<file path="src/design/wbss_pkg.sv">
// Shared types and constants of the wildcard byte signature scanner.
// No dependencies; every other design file but assert_macros.svh imports this package.
package wbss_pkg;

  localparam int unsigned PATTERN_BYTES_DEF = 8;
  localparam int unsigned PAT_W             = 64;
  localparam int unsigned MASK_W            = 8;
  localparam int unsigned LEN_W             = 4;
  localparam int unsigned ADDR_W            = 32;
  localparam int unsigned SEL_W             = 3;
  localparam int unsigned CFG_IDX_W         = 3;
  localparam int unsigned CFG_DATA_W        = 64;
  localparam logic [ADDR_W-1:0] OFFSET_MAX  = 32'hFFFF_FFFF;

  typedef enum logic [CFG_IDX_W-1:0] {
    CFG_PATTERN_BYTES  = 3'd0,
    CFG_WILDCARD_MASK  = 3'd1,
    CFG_PATTERN_LENGTH = 3'd2,
    CFG_SCAN_LIMIT     = 3'd3,
    CFG_IMAGE_BASE     = 3'd4,
    CFG_PATTERN_OFFSET = 3'd5,
    CFG_ADDRESS_OFFSET = 3'd6,
    CFG_SUBTRACT_BASE  = 3'd7
  } cfg_idx_e;

  typedef struct packed {
    logic [7:0] data_byte;
    logic       image_start;
    logic       image_end;
  } in_word_t;

  typedef struct packed {
    logic              found;
    logic [ADDR_W-1:0] address;
  } out_word_t;

  // Result request handed from the scan front end to the output pipeline.
  typedef struct packed {
    logic              found;
    logic [ADDR_W-1:0] start_off;
  } hit_t;

endpackage

</file>
<file path="src/design/wildcard_byte_signature_scan_core.sv">
// Wildcard byte signature scanner, top level.
// Takes one image byte per cycle while not stalled; a result word passes through
// the pending register, then the output register. The input stalls only while a
// result waits in the output register and a second one is pending behind it.
// Reset (rst_ni low, asynchronous) clears the window, the offset counter, the
// scan state, the pipeline and sets the registers to their defaults.
module wildcard_byte_signature_scan_core import wbss_pkg::*; #(
  parameter int unsigned PATTERN_BYTES = PATTERN_BYTES_DEF
) (
  input  logic                  clk_i,
  input  logic                  rst_ni,
  input  logic                  cfg_we_i,
  input  logic [CFG_IDX_W-1:0]  cfg_index_i,
  input  logic [CFG_DATA_W-1:0] cfg_data_i,
  input  logic                  in_valid_i,
  output logic                  in_stall_o,
  input  in_word_t              in_word_i,
  output logic                  out_valid_o,
  input  logic                  out_stall_i,
  output out_word_t             out_word_o
);

  localparam int unsigned NW = (PATTERN_BYTES > 1) ? $clog2(PATTERN_BYTES) : 1;

  logic [PAT_W-1:0]  pattern_q;
  logic [MASK_W-1:0] mask_q;
  logic [LEN_W-1:0]  length_q;
  logic [ADDR_W-1:0] limit_q;
  logic [ADDR_W-1:0] base_q;
  logic [ADDR_W-1:0] pat_off_q;
  logic [ADDR_W-1:0] addr_off_q;
  logic              sub_base_q;
  logic [ADDR_W-1:0] addend_q;

  logic [ADDR_W-1:0] offset_q;
  logic              done_q;

  logic              accept;
  logic              start;
  logic              done_eff;
  logic              live;
  logic [ADDR_W-1:0] idx;
  logic [ADDR_W-1:0] start_off;
  logic [NW-1:0]     last;
  logic              hit;
  logic              result;
  hit_t              req;

  logic [7:0]              win [PATTERN_BYTES];
  logic [PATTERN_BYTES-1:0] cell_match;

  // Configuration registers.
  always_ff @(posedge clk_i or negedge rst_ni) begin
    if (!rst_ni) begin
      pattern_q  <= '0;
      mask_q     <= '0;
      length_q   <= LEN_W'(1);
      limit_q    <= '0;
      base_q     <= '0;
      pat_off_q  <= '0;
      addr_off_q <= '0;
      sub_base_q <= 1'b0;
    end else if (cfg_we_i) begin
      case (cfg_idx_e'(cfg_index_i))
        CFG_PATTERN_BYTES:  pattern_q  <= cfg_data_i[PAT_W-1:0];
        CFG_WILDCARD_MASK:  mask_q     <= cfg_data_i[MASK_W-1:0];
        CFG_PATTERN_LENGTH: length_q   <= cfg_data_i[LEN_W-1:0];
        CFG_SCAN_LIMIT:     limit_q    <= cfg_data_i[ADDR_W-1:0];
        CFG_IMAGE_BASE:     base_q     <= cfg_data_i[ADDR_W-1:0];
        CFG_PATTERN_OFFSET: pat_off_q  <= cfg_data_i[ADDR_W-1:0];
        CFG_ADDRESS_OFFSET: addr_off_q <= cfg_data_i[ADDR_W-1:0];
        CFG_SUBTRACT_BASE:  sub_base_q <= cfg_data_i[0];
        default: ;
      endcase
    end
  end

  // The constant part of the reported address only follows the registers.
  always_ff @(posedge clk_i) begin
    addend_q <= (sub_base_q ? '0 : base_q) + pat_off_q + addr_off_q;
  end

  // Index of the last signature byte in use, with the length clamped.
  always_comb begin
    if (length_q == '0) begin
      last = '0;
    end else if (length_q > LEN_W'(PATTERN_BYTES)) begin
      last = NW'(PATTERN_BYTES - 1);
    end else begin
      last = NW'(length_q - LEN_W'(1));
    end
  end

  assign accept   = in_valid_i && !in_stall_o;
  assign start    = in_word_i.image_start;
  assign done_eff = done_q && !start;
  assign live     = accept && !done_eff;
  assign idx      = start ? '0 : offset_q;
  assign start_off = idx - ADDR_W'(last);

  for (genvar k = 0; k < PATTERN_BYTES; k++) begin : g_cell
    if (k == 0) begin : g_head
      wbss_cell #(.IDX(k), .NW(NW)) u_cell (
        .clk_i     (clk_i),
        .rst_ni    (rst_ni),
        .shift_i   (live),
        .clear_i   (1'b0),
        .byte_i    (in_word_i.data_byte),
        .pattern_i (pattern_q),
        .mask_i    (mask_q),
        .last_i    (last),
        .byte_o    (win[k]),
        .match_o   (cell_match[k])
      );
    end else begin : g_body
      wbss_cell #(.IDX(k), .NW(NW)) u_cell (
        .clk_i     (clk_i),
        .rst_ni    (rst_ni),
        .shift_i   (live),
        .clear_i   (start),
        .byte_i    (win[k-1]),
        .pattern_i (pattern_q),
        .mask_i    (mask_q),
        .last_i    (last),
        .byte_o    (win[k]),
        .match_o   (cell_match[k])
      );
    end
  end

  // A window counts only when it is full, its last byte lies below the
  // saturation point and its start offset is under the scan limit.
  assign hit = live && (idx != OFFSET_MAX) && (idx >= ADDR_W'(last)) &&
               (start_off < limit_q) && (&cell_match);
  assign result = live && (hit || in_word_i.image_end);

  always_comb begin
    req.found     = hit;
    req.start_off = start_off;
  end

  always_ff @(posedge clk_i or negedge rst_ni) begin
    if (!rst_ni) begin
      offset_q <= '0;
      done_q   <= 1'b0;
    end else if (accept) begin
      done_q <= done_eff || result;
      if (live) begin
        offset_q <= (idx == OFFSET_MAX) ? idx : idx + ADDR_W'(1);
      end
    end
  end

  wbss_result u_result (
    .clk_i       (clk_i),
    .rst_ni      (rst_ni),
    .req_valid_i (result),
    .req_i       (req),
    .addend_i    (addend_q),
    .out_stall_i (out_stall_i),
    .stall_o     (in_stall_o),
    .out_valid_o (out_valid_o),
    .out_word_o  (out_word_o)
  );

endmodule

</file>
<file path="src/design/wbss_cell.sv">
// One window cell: holds one image byte, passes it on to the next cell and
// compares its next value against the signature byte that lines up with it.
// Depends on wbss_pkg.
module wbss_cell import wbss_pkg::*; #(
  parameter int unsigned IDX = 0,
  parameter int unsigned NW  = 3
) (
  input  logic             clk_i,
  input  logic             rst_ni,
  input  logic             shift_i,
  input  logic             clear_i,
  input  logic [7:0]       byte_i,
  input  logic [PAT_W-1:0] pattern_i,
  input  logic [MASK_W-1:0] mask_i,
  input  logic [NW-1:0]    last_i,
  output logic [7:0]       byte_o,
  output logic             match_o
);

  logic [7:0]       byte_q;
  logic [7:0]       byte_d;
  logic             active;
  logic [SEL_W-1:0] sel;

  assign byte_d = clear_i ? 8'h00 : byte_i;

  // The newest byte lines up with the last signature byte in use, so this
  // cell checks signature byte (last - IDX), last being the clamped length - 1.
  assign active  = (32'(last_i) >= IDX);
  assign sel     = SEL_W'(last_i - NW'(IDX));
  assign match_o = !active || mask_i[sel] || (byte_d == pattern_i[8*sel +: 8]);

  always_ff @(posedge clk_i or negedge rst_ni) begin
    if (!rst_ni) begin
      byte_q <= 8'h00;
    end else if (shift_i) begin
      byte_q <= byte_d;
    end
  end

  assign byte_o = byte_q;

endmodule

</file>
<file path="src/design/wbss_result.sv">
// Result pipeline: holds a pending result, forms the reported address and keeps
// the output register. Drives the input stall. Depends on wbss_pkg.
module wbss_result import wbss_pkg::*; (
  input  logic              clk_i,
  input  logic              rst_ni,
  input  logic              req_valid_i,
  input  hit_t              req_i,
  input  logic [ADDR_W-1:0] addend_i,
  input  logic              out_stall_i,
  output logic              stall_o,
  output logic              out_valid_o,
  output out_word_t         out_word_o
);

  logic      a_valid_q;
  hit_t      a_q;
  logic      b_valid_q;
  out_word_t b_q;
  out_word_t b_d;
  logic      b_free;
  logic      a_adv;

  assign b_free  = !b_valid_q || !out_stall_i;
  assign a_adv   = a_valid_q && b_free;
  assign stall_o = a_valid_q && !b_free;

  always_comb begin
    b_d.found   = a_q.found;
    b_d.address = a_q.found ? (a_q.start_off + addend_i) : '0;
  end

  always_ff @(posedge clk_i or negedge rst_ni) begin
    if (!rst_ni) begin
      a_valid_q <= 1'b0;
      b_valid_q <= 1'b0;
    end else begin
      if (req_valid_i) begin
        a_valid_q <= 1'b1;
      end else if (a_adv) begin
        a_valid_q <= 1'b0;
      end
      if (a_adv) begin
        b_valid_q <= 1'b1;
      end else if (!out_stall_i) begin
        b_valid_q <= 1'b0;
      end
    end
  end

  always_ff @(posedge clk_i) begin
    if (req_valid_i) begin
      a_q <= req_i;
    end
    if (a_adv) begin
      b_q <= b_d;
    end
  end

  assign out_valid_o = b_valid_q;
  assign out_word_o  = b_q;

endmodule

</file>
<file path="config.mk">
export PLATFORM = sky130hd
export DESIGN_NAME = wildcard_byte_signature_scan_core
export DESIGN_NICKNAME = d
export VERILOG_FILES = /design/src/design/wbss_pkg.sv /design/src/design/wildcard_byte_signature_scan_core.sv /design/src/design/wbss_cell.sv /design/src/design/wbss_result.sv
export SDC_FILE = /design/constraint.sdc
export NUM_CORES = 1
export LEC_CHECK = 0
export ABC_AREA = 1
export BUFFER_PORTS_ARGS = -buffer_cell sky130_fd_sc_hd__buf_4
export CAP_MARGIN = 0
export CORE_MARGIN = 3
export CORE_UTILIZATION = 31
export DETAILED_ROUTE_END_ITERATION = 8
export PLACE_DENSITY = 0.42
export SLEW_MARGIN = 20
export SYNTH_ARGS = -nofsm -noshare
export SYNTH_HDL_FRONTEND = slang
export SYNTH_SLANG_ARGS = --single-unit
</file>
<file path="constraint.sdc">
create_clock -name clk_i -period 6.25 [get_ports clk_i]
set_input_delay 0.625 -clock clk_i [delete_from_list [all_inputs] [get_ports clk_i]]
set_output_delay 0.625 -clock clk_i [all_outputs]
set_load 0.02 [all_outputs]
</file>
==> summary.md, run 1 <==
| Metric | Value |
|---|---|
| Status | complete, no violations |
| Final Wtd Congestion | 0.905 |
| HPWL Detailed | between 60,000 and 70,000 um |
| Number of port buffers | 116 |
| Clk pwr share | a little under a quarter |
| Non-Filler Instances | 4,475 |
| Post-synth cell types | 50 |
| Levels on crit path | 32 |
| Placed Area | 0.0265 mm2 |
| Sink Count | ~400 |
| Initial antenna violation count | 3 |
| Min Tclk post-route | roughly 5.6 ns |
| Antenna viol nets, final | 0 |
| Dpl ws | 0.458 ns |
| Leakage Power | 13.8 nW |
| R2R depth | 32 |
| DRC violations left | 0 |
| Unrepaired setup endpoints after global routing | no |
| Synth Warn # | 0 |
| Clock Skew | 0.0281 ns |
| Vias in the first global route | 21,243 |
| Critical path peak fanout | 33 |
| Final WS setup | 0.616 ns |
| Int Power | 7.16 mW |
| Max Slew Vio Count | 0 |
| Most frequent cells in the layout | 878 x nand2_1, 423 x inv_1, 361 x nand3_1 |
| Top cell by count, worst path | nand2_1 |
| Worst Tran Pin Value | between 1 and 1.5 ns |
| Met3 wire len | 3740 um |
| Ranking of synthesized cells by area | dfrtp_1 30%, nand2_1 13%, edfxtp_1 8.1%, nand3_1 7.4%, inv_1 6.5% |
| Sequential Power Share | 26.8% |
| Routed via count | 21,930 |
| WL met2 | 40,800 um |
| VDD IR max | around 200 uV |
| H-tree Lvls | 2 |
| Row count | 102 |
| Comb pwr share | 49.6% |
| #FFs+latches synth | 394 |
| FF-to-FF setup slack | 0.62 ns |
| Critical Path Start | length_q[0] |
| Crit path max-delay family | simple AND/OR/NAND/NOR gates |
| # IOs | 117 |
| Post-DR vias/cell | 4.90 |
| Fraction of layout cells with a size suffix above 1 | 7.95% |
| Critical Path Start Type | flip-flop |
| Initial DRC Count | 1,537 |
| Skew-Pair Late Insertion Delay | between 0.6 and 0.7 ns |
| Slew headroom | 23.4% |
| Top Metal Used | met5 |
| First-pass GRT wire length | 135,000 um |
| CP bufs+invs | 6 |
| Tot Pwr | 13.0 mW |
| CP Capture Type | flip-flop |
| Period utilisation layout | between 90% and 100% |
| Die width | 288 um |
| Final nets | 3,614 |
| Num CTS Buffers | 51 |
| Final hold violation count | 0 |
| Root Buffer | clkbuf_16 |
| Sequential area share after synthesis | 40.8% |
| Detailed-route wire length | about 90,000 um |
| Clock transition at path regs | 0.06 ns |
| WS Path Type | reg2reg |
| Worst hold margin | 0.0220 ns |
| Post-Syn Area | 0.0246 mm2 |
| Starting Density | between 30% and 40% |
| Hold crit path type | in2async |
| Data required, critical path | around 6.5 ns |
| Non-Filler Cell Area, Final | 0.0283 mm2 |
| Final core utilization | 36.4% |
| Commonest non-fill, non-tap cell in the layout | nand2_1 |
| P_sw | 5.89 mW |
| Pin count of the biggest net entering global routing | 143 |
| PD cells | 460 mW/mm2 |
| Synth top area share | a little under a third |
| Worst path arrival time | roughly 5.9 ns |
| Reg-to-Reg End | u_result.a_q[19] |
| # setup viols final | 0 |
| Final setup TNS | 0 ns |
| Switching share of power | 45.1% |
| Global route total overflow | 0 |
| Area grow syn2layout | 15.2% |
| Post-Synthesis Net Count | 3,534 |
| Synth area leader | dfrtp_1 |
| TritonCTS clock tree | yes |
| Synth Instances | about 3,300 |
| Die Y | 288 um |
| Slowest CP cell | dfstp_2 |
| Die area | between 0.08 and 0.09 mm2 |
| Post-DR wirelength/cell | 19.9 um |
| Critical R2R Launch | length_q[0] |
| CTS max path bufs | 3 |
| Syn avg cell area | 7.43 um2 |
| Max Cap Violations | 0 |
| Global Route Usage Sum | 21.5% |
| CP max stage delay | 0.55 ns |
| Critical path endpoint | u_result.a_q[19] |
| Dpl cells | 4,380 |
| Wire length on met1 | 41,700 um |
| Core footprint | 0.0780 mm2 |
| DR pass1 iterations | 6 |
| Postcts setup bufs | 0 |
| FMAX | roughly 180 MHz |
==> synthesized netlist by cell type (all sizes together) <==
cell type and number:
a2111oi 1, a211o 1, a211oi 2, a21boi 6, a21o 5, a21oi 133, a221oi 6, a31oi 17
a41oi 1, and2 1, and3 2, buf 45, clkbuf 73, clkinv 2, dfrtp 295, dfstp 1
dfxtp 32, edfxtp 66, fa 34, ha 105, inv 430, mux2 12, nand2 889, nand3 363
nand3b 30, nand4 20, nor2 275, nor3 37, nor3b 1, nor4 4, o211ai 1, o21a 4
o21ai 311, o21bai 6, o22ai 1, o31a 1, o31ai 4, or2 2, xnor2 22, xor2 72
==> layout make-up <==
cell class                 instances  area, um2
timing repair buffer             145       1130
fill                            8242      49600
antenna                            1       2.50
multi-input combinational       2369      12500
tap                             1040       1300
clock buffer                      78       1560
inverter                         432       1620
clock inverter                    16        223
sequential                       394      10000
==> worst min-delay path by stage <==
stage | endpoint | from | slack (ns) | depth (start not counted)
after floorplan | addr_off_q[0] | rst_ni | 0.33 | 0
after global placement | base_q[12] | base_q[12] | 0.47 | 2
after detailed placement | base_q[12] | base_q[12] | 0.47 | 2
after CTS | g_cell[5].g_body.u_cell.byte_o[0] | rst_ni | 0.04 | 1
after global routing | g_cell[4].g_body.u_cell.byte_o[0] | rst_ni | 0.06 | 1
final | g_cell[5].g_body.u_cell.byte_o[0] | rst_ni | 0.02 | 1
==> power groups by stage <==
stage	Sequential [mW]	Clock [mW]	Combinational (mW)
after floorplan	3.44	0	4.45
after global placement	3.54	0	6.43
after detailed placement	3.55	0	6.44
after CTS	3.51	3.19	6.47
after global routing	3.56	3.29	7.32
final	3.50	3.08	6.47
==> layer usage <==
layer	vias up	track usage, %
li1	10876	-
met1	10335	29.8
met2	598	35.0
met3	119	2.55
met4	2	6.65
met5	-	0
==> timing repair <==
action	4_1_cts	5_1_grt
endpoints found under the hold margin	0	0
setup endpoints to repair	0	33
resized for setup	0	4
hold buffers	0	0
==> cells by family (layout without fill, tap and decap cells) <==
logic type               count (synthesis)  after routing  synth area share (%)
flip-flops                             394            394                  40.8
XOR/XNOR                                94             94                  3.35
AND/OR/NAND/NOR                       1624           1624                  27.8
other                                    0              1                     0
adder cells (fa/ha/maj)                139            139                  8.11
AO/OA/AOI/OAI                          500            500                  10.7
buffers and inverters                  550            671                  8.71
multiplexers                            12             12                 0.549
==> sequential cells by signal, summed over array words and instances, names as in the netlist, 8 cells and up <==
| signal | count |
|---|---|
| addend_q | 32 |
| addr_off_q | 32 |
| base_q | 32 |
| g_cell.g_body.u_cell.byte_o | 48 |
| g_cell.g_head.u_cell.byte_o | 8 |
| limit_q | 32 |
| mask_q | 8 |
| offset_q | 32 |
| pat_off_q | 32 |
| pattern_q | 64 |
| u_result.a_q | 33 |
| u_result.out_word_o | 33 |
No activity file was read; power rests on OpenSTA's default activity.
==> run 2, diff against run 1 <==
--- a/config.mk
+++ b/config.mk
@@ -5,13 +5,13 @@
 export SDC_FILE = /design/constraint.sdc
 export NUM_CORES = 1
 export LEC_CHECK = 0
-export ABC_AREA = 1
 export BUFFER_PORTS_ARGS = -buffer_cell sky130_fd_sc_hd__buf_4
 export CAP_MARGIN = 0
 export CORE_MARGIN = 3
 export CORE_UTILIZATION = 31
 export DETAILED_ROUTE_END_ITERATION = 8
-export PLACE_DENSITY = 0.42
+export GPL_TIMING_DRIVEN = 0
+export PLACE_DENSITY_LB_ADDON = 0.12
 export SLEW_MARGIN = 20
 export SYNTH_ARGS = -nofsm -noshare
 export SYNTH_HDL_FRONTEND = slang
==> summary.md, run 2 <==
| Metric | Value |
|---|---|
| Critical path peak fanout | 13 |
| Data required, critical path | 6.59 ns |
| Met1 GRT Util | 25.3% |
| Die width | approximately 280 um |
| Global route total overflow | 0 |
| Post-Synthesis Net Count | 2,381 |
| CP Capture Type | flip-flop |
| Worst hold margin | -0.0253 ns |
| Largest register FFs | 64 |
| Synth area leader | dfrtp_1 |
| Clock transition at path regs | 0.06 ns |
| Post-DR wirelength/cell | 22.7 um |
| Met3 GRT Util | 3.03% |
| H-tree Lvls | 2 |
| Antenna viol nets, final | 0 |
| Post-synth top flop | dfrtp_1 |
| PD cells | 467 mW/mm2 |
| Global route hottest layer | met2 |
| Starting Density | between 30% and 40% |
| Max Cap Violations | 0 |
| Min Tclk post-route | between 5 and 6 ns |
| Num CTS Buffers | 50 |
| Global Route Usage Sum | 18.9% |
| Fill cells | 7,558 |
| Met2 Usage GRT | 31.0% |
| #FFs+latches synth | 394 |
| Post-synth EDFFs | 66 |
| Initial antenna violation count | 5 |
| Top-count cell post-synth | dfrtp_1 |
| Row count | 101 |
| Placed Area | 0.0264 mm2 |
| Post-Syn Area | 0.0241 mm2 |
| Synth Instances | 2,160 |
| Clock Skew | between 0.02 and 0.03 ns |
| Final hold violation count | 11 |
| Root Buffer | clkbuf_16 |
| Final nets | 2,560 |
| HPWL Detailed | 60,400 um |
| TritonCTS clock tree | yes |
| Fraction of layout cells with a size suffix above 1 | 23.2% |
| Slowest CP cell | dfstp_2 |
| Ranking of synthesized cells by area | dfrtp_1 31%, mux2_2 9.6%, edfxtp_1 8.2%, mux4_2 6.0%, ha_1 5.5% |
| Detailed-route wire length | a little under 80,000 um |
| Ys async rst share | 75.1% |
| Synth Warn # | 0 |
| Max Slew Vio Count | 0 |
| Skew-Pair Late Insertion Delay | 0.61 ns |
| Commonest cells in the netlist | 295 x dfrtp_1, 206 x mux2_2, 187 x nand2_1 |
| Slew headroom | 34.9% |
| Unrepaired setup endpoints after global routing | no |
| Worst path arrival time | 6.32 ns |
| # IOs | 117 |
| Final Wtd Congestion | roughly 0.93 |
| ANT cells | 0 |
| Synth top area share | 30.7% |
| Post-DR vias/cell | 5.24 |
| CP max stage delay | about 0.52 ns |
| VDD IR max | 205 uV |
| Largest Register | pattern_q |
| Die area | 0.0810 mm2 |
| Core footprint | 0.0765 mm2 |
| Critical Path Start Type | flip-flop |
| Period utilisation layout | 95.7% |
| Routed via count | about 18,000 |
| Hold crit path type | in2async |
| # hold bufs at CTS | 0 |
| Status | finished, violations left |
| FMAX | 167 MHz |
| WS Path Type | reg2reg |
| DRC violations left | 0 |
| Commonest non-fill, non-tap cell in the layout | dfrtp_1 |
| First-pass GRT wire length | 116,000 um |
| CTS max path bufs | 3 |
| # setup viols final | 0 |
| Initial DRC Count | around 1,200 |
| Non-Filler Cell Area, Final | 0.0283 mm2 |
| Violated checks | hold timing |
| Area grow syn2layout | 17.7% |
| Die Y | about 280 um |
| Sequential area share after synthesis | between 40% and 50% |
| DR pass1 iterations | 5 |
| Leakage Power | between 10 and 15 nW |
| Syn avg cell area | 11.1 um2 |
| Most frequent cells in the layout | 295 x dfrtp_1, 206 x mux2_2, 187 x nand2_1 |
| Number of port buffers | around 110 |
| Vias in the first global route | 18,228 |
| Pin count of the biggest net entering global routing | 90 |
| Worst Tran Pin Value | 0.968 ns |
| Sink Count | slightly below 400 |
| Post-synth cell types | 87 |
[run 2: cell count changes after synthesis, sizes merged, moves of 74 or more]
cell / delta
nor2: -159
o21ai: -211
nand3: -321
inv: -347
nand2: -702
mux2: +194
mux2i: +82
a21oi: -74
[run 2: cell type report]
| cell class | count | area [um2] | share of cell area, % |
|---|---|---|---|
| buffer | 91 | 462 | 1.63 |
| tap | 1030 | 1290 | 4.55 |
| clock inverter | 22 | 200 | 0.707 |
| sequential | 394 | 10000 | 35.4 |
| timing repair buffer | 130 | 1080 | 3.81 |
| inverter | 84 | 322 | 1.14 |
| multi-input combinational | 1588 | 13500 | 47.8 |
| clock buffer | 72 | 1410 | 4.96 |
[run 2: per-layer routing]
layer  vias to the layer above  part of all wire (%)
met4                         2                   3.7
met2                       475                    47
met3                       133                   4.7
li1                       8251                     -
met5                         -                 0.017
met1                      9004                    45
[run 2: final timing paths]
check	from	end	slack (ns)	cells after the start
max in group asynchronous	rst_ni	g_cell[4].g_body.u_cell.byte_o[7]	4.95	3
hold reg to reg	u_result.a_valid_q	u_result.out_valid_o	0.48	1
hold / removal	rst_ni	addr_off_q[4]	-0.03	1
setup reg to reg	length_q[0]	u_result.a_q[23]	0.27	28
min in group clk_i	in_word_i[7]	g_cell[0].g_head.u_cell.byte_o[5]	0.24	3
setup / recovery	length_q[0]	u_result.a_q[23]	0.27	28
[run 2: critical path: cells and delay by family, from the launching register on]
| kind | cells | cell delay, ns |
|---|---|---|
| and+or+nand+nor | 9 | 1.69 |
| adders and majority gates | 3 | 1.01 |
| buffers and inverters | 6 | 0.78 |
| AOI/OAI and AO/OA | 10 | 1.65 |
| DFF | 1 | 0.52 |
[run 2: stage by stage]
stage,setup TNS [ns],util (%),worst slack (ns),power (mW),std cells
4_1_cts,0,36.9,0.0374,13.3,3410
2_1_floorplan,0,-,0.150,8.32,2160
5_1_grt,0,37.0,0.00645,14.1,3411
6_report,0,37.0,0.269,13.2,3411
3_5_place_dp,-122.54,34.5,-3.46,10.3,3308
3_3_place_gp,-122.50,34.3,-3.45,10.1,3303
[run 2: cell families (layout without fill, tap and decap cells)]
family                     after synthesis  in the layout  share of synthesized area [%]
xor gates and xnor gates               120            120                           4.40
muxes                                  352            352                           19.0
and+or+nand+nor                        605            605                           12.8
adders and majority gates              140            140                           8.34
buffers and inverters                  179            399                           3.12
AOI/OAI and AO/OA                      370            371                           10.6
DFF                                    394            394                           41.7
[run 2: power by group]
part           internal (mW)  leakage, nW  switching (mW)
combinational           3.05         6.53            3.77
clock                   1.69        0.783            1.17
sequential              3.21         4.56           0.350
total                   7.95         11.9            5.29
[run 2: what timing repair did]
item	4_1_cts	5_1_grt
endpoints found under the hold margin	0	0
gates resized for setup	46	31
pin swaps	7	5
buffers inserted	10	2
setup endpoints to repair	36	35
cloned	1	0
==> run 3, diff against run 2 <==
--- a/config.mk
+++ b/config.mk
@@ -5,7 +5,7 @@
 export SDC_FILE = /design/constraint.sdc
 export NUM_CORES = 1
 export LEC_CHECK = 0
-export BUFFER_PORTS_ARGS = -buffer_cell sky130_fd_sc_hd__buf_4
+export BUFFER_PORTS_ARGS = -buffer_cell sky130_fd_sc_hd__buf_2
 export CAP_MARGIN = 0
 export CORE_MARGIN = 3
 export CORE_UTILIZATION = 31
==> summary.md, run 3 (synthesis results as in run 2) <==
| Metric | Value |
|---|---|
| CTS max path bufs | 3 |
| Dpl cells | 3,309 |
| Post-DR vias/cell | around 5.3 |
| Area grow syn2layout | 17.7% |
| Non-Filler Instances | 3,419 |
| Leakage Power | 11.9 nW |
| Clock Skew | 0.0207 ns |
| Pin count of the biggest net entering global routing | 80 |
| Fraction of layout cells with a size suffix above 1 | roughly a quarter |
| Clock transition at path regs | about 0.06 ns |
| Hold crit path type | in2reg |
| Commonest non-fill, non-tap cell in the layout | dfrtp_1 |
| VDD IR max | 206 uV |
| Max Cap Violations | 0 |
| Largest Register | pattern_q |
| Data required, critical path | 6.53 ns |
| Max Slew Vio Count | 0 |
| TritonCTS clock tree | yes |
| Die width | 285 um |
| Starting Density | 31.5% |
| Final Wtd Congestion | between 0.9 and 1 |
| Min Tclk post-route | 6.04 ns |
| Vias in the first global route | around 18,000 |
| Tot Pwr | 13.3 mW |
| Period utilisation layout | 96.7% |
| Global route total overflow | 0 |
| Worst hold margin | 0.264 ns |
| Number of port buffers | 113 |
| DRC violations left | 0 |
| # IOs | ~120 |
| Critical Path Start Type | input pin |
| Skew-Pair Late Insertion Delay | 0.60 ns |
| Final nets | 2,569 |
| PD cells | 470 mW/mm2 |
| R2R depth | 29 |
| P_sw | about 5.3 mW |
| Root Buffer | clkbuf_16 |
| Die Y | 285 um |
| Sequential Power Share | 26.7% |
| Final hold violation count | 0 |
| Sink Count | 394 |
| Slew headroom | 30.6% |
| DR pass1 iterations | 5 |
| FMAX | 165 MHz |
| Global Route Usage Sum | 19.0% |
| Num CTS Buffers | roughly 50 |
| # setup viols final | 0 |
| Hold path cells | 2 |
| Status | complete, no violations |
| First-pass GRT wire length | around 120,000 um |
| Routed via count | 17,953 |
| Worst Tran Pin Value | around 1.0 ns |
| Final WS setup | 0.207 ns |
| CP Capture Type | flip-flop |
| Dpl ws | -3.84 ns |
| Post-DR wirelength/cell | 22.7 um |
| Worst path arrival time | 6.33 ns |
| Comb pwr share | 51.3% |
| CP max stage delay | 0.30 ns |
| Clk pwr share | 22.0% |
| Row count | between 100 and 150 |
| HPWL Detailed | ~60,000 um |
| WS Path Type | in2reg |
| Initial DRC Count | about 1,200 |
| Critical path peak fanout | 17 |
| Initial antenna violation count | 5 |
| Detailed-route wire length | 77,700 um |
| Most frequent cells in the layout | 295 x dfrtp_1, 206 x mux2_2, 186 x nand2_1 |
| Top cell by count, worst path | clkbuf_8 |
| H-tree Lvls | 2 |
| Switching share of power | about 40% |
| Int Power | 8.04 mW |
| Core footprint | 0.0765 mm2 |
| Slowest CP cell | ha_1 |
| Die area | between 0.08 and 0.09 mm2 |
| Largest register FFs | 64 |
| Antenna viol nets, final | 0 |
## run 3: final timing paths
kind                                start              end  slack (ns)
max reg2reg                   length_q[1]  u_result.a_q[0]        0.24
max in group asynchronous          rst_ni     offset_q[25]        4.14
max                          in_word_i[1]  u_result.a_q[0]        0.21
min in group asynchronous          rst_ni     pat_off_q[4]        0.44
min                        cfg_data_i[57]    pattern_q[57]        0.26
min reg2reg                   offset_q[1]      offset_q[1]        0.46
## run 3: metrics by stage
stage	area (um2)	TNS, ns	util (%)
after global placement	25900	-543.68	33.9
after CTS	28200	0	36.9
after floorplan	24100	0	-
after detailed placement	26100	-138.03	34.2
final	28300	0	37.1
after global routing	28300	-0.196	37.0
## run 3: cell type report
| type | instances | area (um2) |
|---|---|---|
| Inverter | 84 | 322 |
| Antenna cell | 1 | 2.50 |
| Fill cell | 7582 | 48100 |
| Clock buffer | 76 | 1520 |
| Multi-Input combinational cell | 1588 | 13600 |
| Timing Repair Buffer | 141 | 963 |
| Tap cell | 1030 | 1290 |
| Clock inverter | 15 | 153 |
| Sequential cell | 394 | 10000 |
| Buffer | 90 | 488 |
## run 3: critical path, delay by kind of cell
kind                       cells  cell delay (ns)
AOI/OAI and AO/OA             11             2.11
buffers and inverters         11             2.02
adders and majority gates      3             0.78
and+or+nand+nor                6             0.73
## run 3: layer usage
layer	global-route usage (%)	vias up	part of all wire (%)
li1	-	8273	-
met1	25.2	9064	44
met2	30.9	479	47
met3	3.46	137	5.5
met4	7.16	0	3.8
met5	0	-	0
## run 3: repair_timing
action,4_1_cts,5_1_grt
hold buffers,1,0
endpoints found under the hold margin,15,0
resized for setup,65,22
gates cloned,1,1
endpoints found under the setup margin,36,35
buffers inserted,15,5
pin swaps,9,10
## run 3: power by group through the flow
| stage | combinational [mW] | clock, mW | sequential, mW |
|---|---|---|---|
| 3_5_place_dp | 6.61 | 0 | 3.61 |
| 2_1_floorplan | 4.80 | 0 | 3.51 |
| 4_1_cts | 6.77 | 3.02 | 3.57 |
| 5_1_grt | 7.47 | 3.11 | 3.63 |
| 6_report | 6.83 | 2.93 | 3.56 |
| 3_3_place_gp | 6.52 | 0 | 3.60 |
